File: src/rtl/tlpq_pkg.sv
// Shared types and constants for the two-level priority queue unit.
package tlpq_pkg;

  localparam int DEPTH_DEF      = 128;
  localparam int TOKEN_BITS_DEF = 16;
  localparam int WAIT_W         = 8;

  typedef enum logic [1:0] {
    ACT_PUSH_NORMAL   = 2'd0,
    ACT_PUSH_PRIORITY = 2'd1,
    ACT_REMOVE        = 2'd2,
    ACT_STATUS        = 2'd3
  } action_t;

  typedef enum logic [1:0] {
    ST_OK    = 2'd0,
    ST_FULL  = 2'd1,
    ST_EMPTY = 2'd2
  } status_t;

  typedef enum logic {
    S_IDLE  = 1'b0,
    S_REPLY = 1'b1
  } state_t;

  // Commands from controller to datapath
  typedef struct packed {
    logic    load;
    logic    push_n;
    logic    push_p;
    logic    pop_n;
    logic    pop_p;
    status_t code;
  } dp_cmd_t;

  // Queue status from datapath to controller
  typedef struct packed {
    logic n_full;
    logic p_full;
    logic n_empty;
    logic p_empty;
  } dp_stat_t;

endpackage

File: src/rtl/tlpq_ctrl.sv
// Controller: accepts a transaction, issues queue commands, strobes the result.
module tlpq_ctrl
  import tlpq_pkg::*;
(
  input  logic       clk,
  input  logic       rst,
  input  logic       start,
  input  logic [1:0] action,
  input  dp_stat_t   stat,
  output dp_cmd_t    cmd,
  output logic       busy,
  output logic       done
);

  state_t  state;
  state_t  state_next;
  action_t act;

  assign act = action_t'(action);

  // State register
  always_ff @(posedge clk) begin
    if (rst) begin
      state <= S_IDLE;
    end else begin
      state <= state_next;
    end
  end

  // Next state
  always_comb begin
    state_next = state;
    unique case (state)
      S_IDLE:  if (start) state_next = S_REPLY;
      S_REPLY: state_next = S_IDLE;
      default: state_next = S_IDLE;
    endcase
  end

  // Outputs: decode the action against queue status
  always_comb begin
    cmd      = '0;
    cmd.code = ST_OK;
    busy     = 1'b0;
    done     = 1'b0;
    unique case (state)
      S_IDLE: begin
        if (start) begin
          cmd.load = 1'b1;
          unique case (act)
            ACT_PUSH_NORMAL: begin
              if (stat.n_full) cmd.code = ST_FULL;
              else cmd.push_n = 1'b1;
            end
            ACT_PUSH_PRIORITY: begin
              if (stat.p_full) cmd.code = ST_FULL;
              else cmd.push_p = 1'b1;
            end
            ACT_REMOVE: begin
              if (!stat.p_empty) cmd.pop_p = 1'b1;
              else if (!stat.n_empty) cmd.pop_n = 1'b1;
              else cmd.code = ST_EMPTY;
            end
            ACT_STATUS: cmd.code = ST_OK;
            default: cmd.code = ST_OK;
          endcase
        end
      end
      S_REPLY: begin
        busy = 1'b1;
        done = 1'b1;
      end
      default: begin
        busy = 1'b1;
      end
    endcase
  end

  a_one_op: assert property (@(posedge clk) disable iff (rst)
    $onehot0({cmd.push_n, cmd.push_p, cmd.pop_n, cmd.pop_p}))
    else $error("more than one queue operation at once");
  a_done_follows: assert property (@(posedge clk) disable iff (rst)
    start && !busy |=> done)
    else $error("accepted transaction not strobed next cycle");
  a_prio_first: assert property (@(posedge clk) disable iff (rst)
    cmd.pop_n |-> stat.p_empty)
    else $error("normal queue served while priority queue holds tokens");

endmodule

File: config.mk
export PLATFORM = sky130hd
export DESIGN_NAME = tlpq_ctrl
export DESIGN_NICKNAME = d
export VERILOG_FILES = /design/src/rtl/tlpq_pkg.sv /design/src/rtl/tlpq_ctrl.sv
export SDC_FILE = /design/constraint.sdc
export NUM_CORES = 1
export LEC_CHECK = 0
export BUFFER_PORTS_ARGS = -buffer_cell sky130_fd_sc_hd__buf_2
export CAP_MARGIN = 20
export CORE_AREA = 3 3 40 42
export CTS_CLUSTER_SIZE = 25
export DETAILED_ROUTE_END_ITERATION = 6
export DIE_AREA = 0 0 43 45
export SYNTH_ARGS = -nofsm -noshare
export SYNTH_HDL_FRONTEND = slang
export SYNTH_SLANG_ARGS = --single-unit
File: constraint.sdc
create_clock -name clk -period 1.9 [get_ports clk]
set_input_delay 0.19 -clock clk [delete_from_list [all_inputs] [get_ports clk]]
set_output_delay 0.19 -clock clk [all_outputs]
set_load 0.05 [all_outputs]
==> impl_metrics.env <==
export IMPL_seq_power_share_pct=28.7
export IMPL_diodes=0
export IMPL_yosys_warnings=0
export IMPL_p_sw_share_pct=49.6
export IMPL_path_class="flop to primary output"
export IMPL_crit_slowest_cell="dfxtp_1"
export IMPL_dieArea_um2=1940
export IMPL_coreArea_um2=1280
export IMPL_drv_slew=0
export IMPL_synthesis_area_um2=138
export IMPL_wl_um=370
export IMPL_fin_crit_sh_pct=64.6
export IMPL_layout_commonest_cell="buf_2"
export IMPL_fin_cells=46
export IMPL_fmaxAchievable_mhz=815
export IMPL_p_per_area_nw_per_um2=347
export IMPL_leakage_nw=0.123
export IMPL_fill_cells=144
export IMPL_hold_buffers=0
export IMPL_rsz0062_at_grt="false"
export IMPL_dr_pass1_iters=1
export IMPL_slowest_delay_ps=310
export IMPL_ios=18
export IMPL_yosysTopAreaCell="nand4bb_4"
export IMPL_relSlewSlack_pct=84.1
export IMPL_clk_pin_slew_ps=0
export IMPL_dieHeight_um=45
export IMPL_max_cap_viol_count=0
export IMPL_arrival_ps=1040
export IMPL_clkPwrFrac_pct=0
export IMPL_gp_congestion=0.598
export IMPL_synth_area_per_cell_um2=9.18
export IMPL_ir_drop_mv=0.129
export IMPL_post_route_cell_area_um2=239
export IMPL_first_global_vias=166
export IMPL_drt_iter0_markers=0
export IMPL_internal_power_w=0.0000418
export IMPL_rows=13
export IMPL_vias_per_cell=3.50
export IMPL_synth_area_top_cells="nand4bb_4 20%, dfxtp_1 15%, nor4b_2 11%"
export IMPL_drc_errors=0
export IMPL_drt_wirelength_per_cell_um=8.04
export IMPL_outcome="completed"
export IMPL_finClkSkew_ps=0
export IMPL_area_delta_synth_final_pct=73.6
export IMPL_comb_power_share_pct=71.3
export IMPL_multi_input_area_um2=111
export IMPL_largestRegisters="state (1)"
export IMPL_initial_core_util_pct=10.7
export IMPL_report_final_hold_viol_count=0
export IMPL_seqCellArea_um2=20.0
export IMPL_worstPathCellList="nand2b_2, nor4b_2, buf_2"
export IMPL_ant_nets=0
export IMPL_numPortBuffers=17
export IMPL_fin_crit_ps=1230
export IMPL_yosysTopAreaCellShare_pct=20.0
export IMPL_worstPathMaxFanout=5
export IMPL_mostFrequentLayoutCells="17 x buf_2, 3 x nor2_1"
export IMPL_clk_latency_ps=0
export IMPL_via_count=161
export IMPL_placed_cell_area_um2=239
export IMPL_die_w_um=43
export IMPL_synthDistinctLibCells=13
export IMPL_critPathCaptureType="primary output"
export IMPL_switching_power_w=0.0000412
export IMPL_antenna_found_initial=0
export IMPL_cp_start_kind="flop"
export IMPL_synth_seq_cells=1
export IMPL_worst_pin_slew_ps=236
export IMPL_worst_slack_ps=673
export IMPL_grt_max_degree=6
export IMPL_overflow=0
export IMPL_crit_required_ps=1710
export IMPL_postCtsSetupBuffers=0
export IMPL_grt_use_total_pct=4.57
export IMPL_largest_register_ff_count=1
export IMPL_min_path_type="input port to flop"
export IMPL_synth_seq_area_share_pct=14.5
export IMPL_setup_viol=0
export IMPL_drive_gt1_share_pct=71.0
export IMPL_preCtsSetupSlack_ps=673
export IMPL_cts_resized=0
export IMPL_largest_register="state"
export IMPL_path_buf_inv=1
export IMPL_post_place_cells=46
export IMPL_grt_pass1_wl_um=731
export IMPL_syn_instance_count=15
export IMPL_nets=42
export IMPL_synth_fp_nets=24
export IMPL_critPathTopFamily="simple AND/OR/NAND/NOR gates"
[cells in the mapped netlist (all sizes together)]
master,n
and2,1
nor2,3
nor4,1
nand2b,1
nand2,1
nand4bb,1
dfxtp,1
nor4b,1
inv,1
buf,1
nor3b,1
nor3,1
mux2i,1
[cells by family after synthesis]
| logic type | share of synthesized area, % |
|---|---|
| flip-flops | 14.5 |
| multiplexers | 7.27 |
| buffers and inverters | 8.18 |
| AND/OR/NAND/NOR | 70.0 |
[worst reg2reg max path: cells and delay by family (launching register included)]
family,cells,cell delay [ps]
flops,1,350
simple gates,2,230
[power by group through the flow]
stage                     sequential, W  combinational [W]  clock, W
after CTS                     0.0000239          0.0000597         0
after global placement        0.0000237          0.0000593         0
after detailed placement      0.0000239          0.0000595         0
final                         0.0000238          0.0000592         0
after floorplan               0.0000280          0.0000358         0
after global routing          0.0000241          0.0000638         0
[cell type report]
cell class / count / area share, %
inverters: 1 / 1.57
multi-input cells: 12 / 46.6
flip-flops and latches: 1 / 8.38
well taps: 15 / 7.85
repair buffers: 17 / 35.6
[path summary, 6_finish.rpt]
check | start | to | slack (ps) | cells past startpoint
setup / recovery | state | cmd[4] | 670 | 3
hold / removal | rst | state | 350 | 2
setup reg to reg | state | state | 1210 | 2
hold reg to reg | state | state | 630 | 2
[per-stage QoR]
step	util, %	total power, W	hold WS, ps	setup TNS (ps)
floorplan	-	0.0000638	262	-4.51
global placement	18.6	0.0000829	350	0
detailed placement	18.6	0.0000834	351	0
CTS	18.6	0.0000836	352	0
global route	18.6	0.0000878	370	0
finish	18.6	0.0000830	350	0
[per-layer routing]
| layer | wire [um] | share of wire [%] | vias up | track usage, % |
|---|---|---|---|---|
| met4 | 0 | 0 | 0 | 0 |
| met1 | 179 | 48 | 61 | 7.18 |
| li1 | - | - | 84 | - |
| met2 | 125 | 34 | 16 | 7.49 |
| met3 | 65 | 18 | 0 | 0 |
| met5 | 0 | 0 | - | 0 |
Power figures use the tool's default switching activity.
