==> config.mk <==
export PLATFORM = sky130hd
export DESIGN_NAME = tlpq_datapath
export DESIGN_NICKNAME = d
export VERILOG_FILES = /design/src/rtl/tlpq_pkg.sv /design/src/rtl/tlpq_fifo.sv /design/src/rtl/tlpq_datapath.sv
export SDC_FILE = /design/constraint.sdc
export NUM_CORES = 2
export LEC_CHECK = 0
export ABC_AREA = 0
export BUFFER_PORTS_ARGS = -buffer_cell sky130_fd_sc_hd__buf_4
export CAP_MARGIN = 20
export CORE_UTILIZATION = 57
export CTS_CLUSTER_SIZE = 10
export DETAILED_ROUTE_END_ITERATION = 7
export PLACE_DENSITY = 0.75
export SLEW_MARGIN = 20
export SYNTH_ARGS = -nofsm -noshare
export SYNTH_HDL_FRONTEND = slang
export SYNTH_SLANG_ARGS = --single-unit
export TNS_END_PERCENT = 5
==> constraint.sdc <==
create_clock -name clk -period 2.8 [get_ports clk]
set_input_delay 0.42 -clock clk [delete_from_list [all_inputs] [get_ports clk]]
set_output_delay 0.42 -clock clk [all_outputs]
set_load 0.005 [all_outputs]
==> src/rtl/tlpq_pkg.sv <==
// Shared types and constants for the two-level priority queue unit.
package tlpq_pkg;

  localparam int DEPTH_DEF      = 128;
  localparam int TOKEN_BITS_DEF = 16;
  localparam int WAIT_W         = 8;

  typedef enum logic [1:0] {
    ACT_PUSH_NORMAL   = 2'd0,
    ACT_PUSH_PRIORITY = 2'd1,
    ACT_REMOVE        = 2'd2,
    ACT_STATUS        = 2'd3
  } action_t;

  typedef enum logic [1:0] {
    ST_OK    = 2'd0,
    ST_FULL  = 2'd1,
    ST_EMPTY = 2'd2
  } status_t;

  typedef enum logic {
    S_IDLE  = 1'b0,
    S_REPLY = 1'b1
  } state_t;

  // Commands from controller to datapath
  typedef struct packed {
    logic    load;
    logic    push_n;
    logic    push_p;
    logic    pop_n;
    logic    pop_p;
    status_t code;
  } dp_cmd_t;

  // Queue status from datapath to controller
  typedef struct packed {
    logic n_full;
    logic p_full;
    logic n_empty;
    logic p_empty;
  } dp_stat_t;

endpackage

==> src/rtl/tlpq_fifo.sv <==
// Circular-buffer token FIFO with a registered read port.
module tlpq_fifo
  import tlpq_pkg::*;
#(
  parameter int DEPTH      = DEPTH_DEF,
  parameter int TOKEN_BITS = TOKEN_BITS_DEF,
  localparam int PTR_W     = (DEPTH > 1) ? $clog2(DEPTH) : 1,
  localparam int CNT_W     = $clog2(DEPTH + 1)
) (
  input  logic                  clk,
  input  logic                  rst,
  input  logic                  push,
  input  logic                  pop,
  input  logic [TOKEN_BITS-1:0] wr_data,
  output logic [TOKEN_BITS-1:0] rd_data,
  output logic [CNT_W-1:0]      count,
  output logic                  full,
  output logic                  empty
);

  logic [TOKEN_BITS-1:0] mem [DEPTH];
  logic [PTR_W-1:0]      head;
  logic [PTR_W-1:0]      tail;
  logic [PTR_W-1:0]      head_next;
  logic [PTR_W-1:0]      tail_next;

  assign full  = (count == CNT_W'(DEPTH));
  assign empty = (count == '0);

  // Advance pointers with wrap at DEPTH
  always_comb begin
    head_next = (head == PTR_W'(DEPTH - 1)) ? '0 : head + PTR_W'(1);
    tail_next = (tail == PTR_W'(DEPTH - 1)) ? '0 : tail + PTR_W'(1);
  end

  // Store write and registered read
  always_ff @(posedge clk) begin
    if (push) begin
      mem[tail] <= wr_data;
    end
    if (pop) begin
      rd_data <= mem[head];
    end
  end

  // Pointer and occupancy registers
  always_ff @(posedge clk) begin
    if (rst) begin
      head  <= '0;
      tail  <= '0;
      count <= '0;
    end else begin
      if (push) begin
        tail <= tail_next;
      end
      if (pop) begin
        head <= head_next;
      end
      if (push && !pop) begin
        count <= count + CNT_W'(1);
      end else if (pop && !push) begin
        count <= count - CNT_W'(1);
      end
    end
  end

  a_no_push_full: assert property (@(posedge clk) disable iff (rst) push |-> !full)
    else $error("push into full queue");
  a_no_pop_empty: assert property (@(posedge clk) disable iff (rst) pop |-> !empty)
    else $error("pop from empty queue");
  a_count_range: assert property (@(posedge clk) disable iff (rst)
    push && !pop |=> count == $past(count) + CNT_W'(1))
    else $error("count did not advance on push");

endmodule

==> src/rtl/tlpq_datapath.sv <==
// Datapath: both token queues and the result registers.
module tlpq_datapath
  import tlpq_pkg::*;
#(
  parameter int DEPTH      = DEPTH_DEF,
  parameter int TOKEN_BITS = TOKEN_BITS_DEF
) (
  input  logic                  clk,
  input  logic                  rst,
  input  dp_cmd_t               cmd,
  input  logic [TOKEN_BITS-1:0] token,
  output dp_stat_t              stat,
  output logic [TOKEN_BITS-1:0] served_token,
  output logic [1:0]            status,
  output logic [WAIT_W-1:0]     normal_waiting,
  output logic [WAIT_W-1:0]     priority_waiting
);

  localparam int CNT_W = $clog2(DEPTH + 1);

  logic [TOKEN_BITS-1:0]   n_rd;
  logic [TOKEN_BITS-1:0]   p_rd;
  logic [CNT_W-1:0]        n_count;
  logic [CNT_W-1:0]        p_count;
  logic [CNT_W+WAIT_W-1:0] n_ext;
  logic [CNT_W+WAIT_W-1:0] p_ext;
  logic                    pop_ok;
  logic                    pop_prio;
  status_t                 status_q;

  tlpq_fifo #(.DEPTH(DEPTH), .TOKEN_BITS(TOKEN_BITS)) u_normal (
    .clk     (clk),
    .rst     (rst),
    .push    (cmd.push_n),
    .pop     (cmd.pop_n),
    .wr_data (token),
    .rd_data (n_rd),
    .count   (n_count),
    .full    (stat.n_full),
    .empty   (stat.n_empty)
  );

  tlpq_fifo #(.DEPTH(DEPTH), .TOKEN_BITS(TOKEN_BITS)) u_priority (
    .clk     (clk),
    .rst     (rst),
    .push    (cmd.push_p),
    .pop     (cmd.pop_p),
    .wr_data (token),
    .rd_data (p_rd),
    .count   (p_count),
    .full    (stat.p_full),
    .empty   (stat.p_empty)
  );

  // Hold the outcome of the accepted transaction
  always_ff @(posedge clk) begin
    if (cmd.load) begin
      pop_ok   <= cmd.pop_n | cmd.pop_p;
      pop_prio <= cmd.pop_p;
      status_q <= cmd.code;
    end
  end

  // Select the served token; zero unless a remove succeeded
  always_comb begin
    if (!pop_ok) begin
      served_token = '0;
    end else if (pop_prio) begin
      served_token = p_rd;
    end else begin
      served_token = n_rd;
    end
  end

  assign status = status_q;

  // Report waiting counts in their low bits
  assign n_ext            = (CNT_W + WAIT_W)'(n_count);
  assign p_ext            = (CNT_W + WAIT_W)'(p_count);
  assign normal_waiting   = n_ext[WAIT_W-1:0];
  assign priority_waiting = p_ext[WAIT_W-1:0];

endmodule

==> summary.md <==
• **result of the run** finished, violations left
• **violations in the final reports** DRC, setup timing
• **GRT Residual Overflow** 0
• **register bit count reported by yosys** 4176
• **buffer cell driving the clock tree root** sky130_fd_sc_hd__clkbuf_16
• **slew margin rel.** 25.0%
• **first-pass GRT wire length** 615000 um
• **via-per-instance ratio** 6.78
• **commonest non-fill, non-tap cell in the layout** sky130_fd_sc_hd__edfxtp_1
• **chip height** 535 um
• **number of max-slew violations in the final report** 0
• **worst-margin pin slew** 1.13 ns
• **worst min-delay path category** input pin to register
• **worst skew pair latency** 0.94 ns
• **Hold Path End** u_normal.rd_data[6]
• **clk_skew** 0.0494 ns
• **clock sinks** 4176
• **critical path class** register to register
• **register clock-pin slew on the reported worst setup and hold paths** 0.06 ns
• **Max IR drop VDD** 0.000587 V
• **maximum frequency from static timing analysis** 341 MHz
• **total standard cell area after synthesis** 162000 um2
• **arrival time worst endpoint** 3.61 ns
• **number of cells on the worst reg-to-reg path** 8
• **Mapped Avg Cell Area** 20.7 um2
• **CTS max path bufs** 4
• **Distinct cells, synth** 74
• **cts bufs inserted** 464
• **part of the Yosys area used for sequential elements** 77.2%
• **routability congestion estimate** 0.926
• **via count** 86961
• **IO Count** 63
• **fraction of registers with async set/reset** 0%
• **Fin Setup TNS** -1.20 ns
• **endpoint kind of the worst setup timing path** register
• **hpwl dp** 259000 um
• **total of warnings raised by yosys** 0
• **share of the clock period used by the worst path after layout** 105%
• **dpl cell area** 175000 um2
• **full die area** 286000 um2
• **power density relative to cell area** 691 nW/um2
• **Max Cap Violations** 0
• **setup slack of the critical path after layout** -0.132 ns
• **number of enable flip-flop cells after synthesis** 4132
• **required arrival time at the worst endpoint** 3.48 ns
• **source of the worst register-to-register timing path** u_priority.head[0]
• **area growth from synthesis to layout** 16.6%
• **number of iterations in the first detailed-routing pass** 8
• **unrepaired setup endpoints after global routing** yes
• **total setup violations reported at the end of the flow** 22
• **fraction of final layout cells with drive strength greater than 1** 28.1%
• **first element of the critical path** u_priority.head[0]
• **number of standard-cell rows in the floorplan** 195
• **horizontal die dimension** 535 um
• **total global-route track usage** 30.1%
• **instance count along the most critical hold path** 2
• **via count of the first global-routing pass** 87463
• **Synth Net Count** 7888
• **# DRC** 1
• **TritonCTS clock tree** done
• **core outline area** 282000 um2
• **dominant synthesized flop cell** sky130_fd_sc_hd__edfxtp_1
• **start point of the worst min-delay path** cmd[3]
• **gate count after technology mapping** 7841
• **Final Hold Viols** 0
• **routed len/inst** 33.7 um
• **commonest cells after routing, fill and taps aside** sky130_fd_sc_hd__edfxtp_1 (4132), sky130_fd_sc_hd__buf_4 (854), sky130_fd_sc_hd__mux4_2 (722), sky130_fd_sc_hd__mux2i_1 (660), sky130_fd_sc_hd__clkbuf_16 (465)
• **buffers added on ports** 62
• **largest driver fanout on the critical path** 12
• **LEAKAGE** 59.4 nW
• **Placement Setup Slack** -0.705 ns
• **first-iteration detailed-routing DRC count** 12677
• **initial antenna violation count** 15
• **Initial Util** 57.4%
• **Crit Reg-Reg Endpoint** u_priority.rd_data[14]
• **DRT Wirelength** 433000 um
• **element type at the critical path start** register
• **post-route cell area** 189000 um2
• **maximum number of pins on one net before global-route repair** 101
• **total number of H-tree levels** 5
• **min cycle time layout** 2.93 ns
• **number of antenna-violating nets in the routed design** 0
• **NumNets Final** 9015
• **r2r setup slk** -0.13 ns
flip-flops by register name, summed over array words and instances, names as in the netlist:
| register | flops |
|---|---|
| u_normal.mem | 2048 |
| u_priority.mem | 2048 |
| u_normal.rd_data | 16 |
| u_priority.rd_data | 16 |
| u_normal.count | 8 |
| u_priority.count | 8 |
| u_normal.head | 7 |
| u_normal.tail | 7 |
| u_priority.head | 7 |
| u_priority.tail | 7 |
| status | 2 |
| pop_ok | 1 |
| pop_prio | 1 |
per-stage QoR:
| step | total power, mW | util (%) | hold WS (ns) | cells |
|---|---|---|---|---|
| finish | 130 | 66.9 | 0.0511 | 12826 |
| global route | 133 | 66.9 | 0.0366 | 12821 |
| CTS | 131 | 66.8 | 0.000705 | 12820 |
| detailed placement | 78.6 | 61.9 | 0.521 | 12200 |
| global placement | 78.4 | 61.9 | 0.523 | 12200 |
| floorplan | 74.7 | - | 0.495 | 7841 |
area by class of cell:
type,instances,area (um2)
inverters,13,48.8
diodes,6,15.0
fillers,16904,93500
repair buffers,1122,11600
clock buffers,542,11900
multi-input cells,3191,35000
clock inverters,33,526
flip-flops and latches,4176,125000
well taps,3743,4680
per-layer routing:
| metal | vias up | track usage (%) | routed length [um] |
|---|---|---|---|
| li1 | 34755 | - | - |
| met4 | 8 | 12.7 | 19600 |
| met3 | 1005 | 7.23 | 52200 |
| met2 | 6260 | 47.0 | 205000 |
| met5 | - | 0 | 48 |
| met1 | 44933 | 41.1 | 156000 |
kinds of logic (layout without fill, tap and decap cells):
logic type / after synthesis / after routing / synth area share, %
AND/OR/NAND/NOR: 736 / 736 / 2.04
adder cells (fa/ha/maj): 22 / 22 / 0.179
flip-flops: 4176 / 4176 / 77.2
multiplexers: 1465 / 1465 / 14.7
XOR/XNOR: 30 / 30 / 0.162
AO/OA/AOI/OAI: 938 / 938 / 4.12
buffers and inverters: 474 / 1710 / 1.65
other: 0 / 6 / 0
where the power goes:
group          internal, mW  leakage (nW)  switching [mW]
clock                  29.9          6.06            22.7
sequential             68.9          37.5           0.222
combinational          3.74          15.8            4.89
critical path, stage by stage, from the launching register on:
cell,delay (ns)
sky130_fd_sc_hd__dfxtp_4,0.42
sky130_fd_sc_hd__bufbuf_16,0.31
sky130_fd_sc_hd__buf_16,0.17
sky130_fd_sc_hd__buf_4,0.20
sky130_fd_sc_hd__mux4_2,0.55
sky130_fd_sc_hd__a22oi_1,0.27
sky130_fd_sc_hd__nand4_1,0.36
sky130_fd_sc_hd__a31oi_1,0.30
sky130_fd_sc_hd__a22oi_1,0.10
worst max-delay path by stage:
stage	to	slack, ns	cells past startpoint
global route	u_priority.rd_data[14]	-0.14	8
finish	u_priority.rd_data[14]	-0.13	8
global placement	u_priority.rd_data[4]	-0.64	9
detailed placement	u_priority.rd_data[4]	-0.70	9
floorplan	u_priority.mem[56][0]	0.13	4
CTS	u_priority.rd_data[2]	-0.05	9
what timing repair did:
action	CTS	global route
hold endpoints to repair	291	0
resized for setup	135	51
pin swaps	18	7
endpoints found under the setup margin	41	36
cloned	7	0
hold buffers	18	0
setup buffers	20	0
cells in the mapped netlist, drive strengths merged (20+ instances only):
cell type / n / area [um2]
o21ai: 104 / 521
edfxtp: 4132 / 124000
a22oi: 240 / 1800
o211ai: 28 / 210
mux2: 80 / 901
mux4: 722 / 16300
nand2: 135 / 507
mux2i: 663 / 6640
buf: 290 / 1970
a21oi: 166 / 831
dfxtp: 44 / 881
ha: 20 / 250
nor2b: 53 / 332
a22o: 28 / 245
nor2: 350 / 1320
o221ai: 48 / 420
nand4: 21 / 131
a2111oi: 24 / 231
o22ai: 41 / 257
a221oi: 89 / 805
nand3: 96 / 480
a21boi: 36 / 270
a211oi: 61 / 478
clkbuf: 171 / 643
No activity file was read; power rests on OpenSTA's default activity.
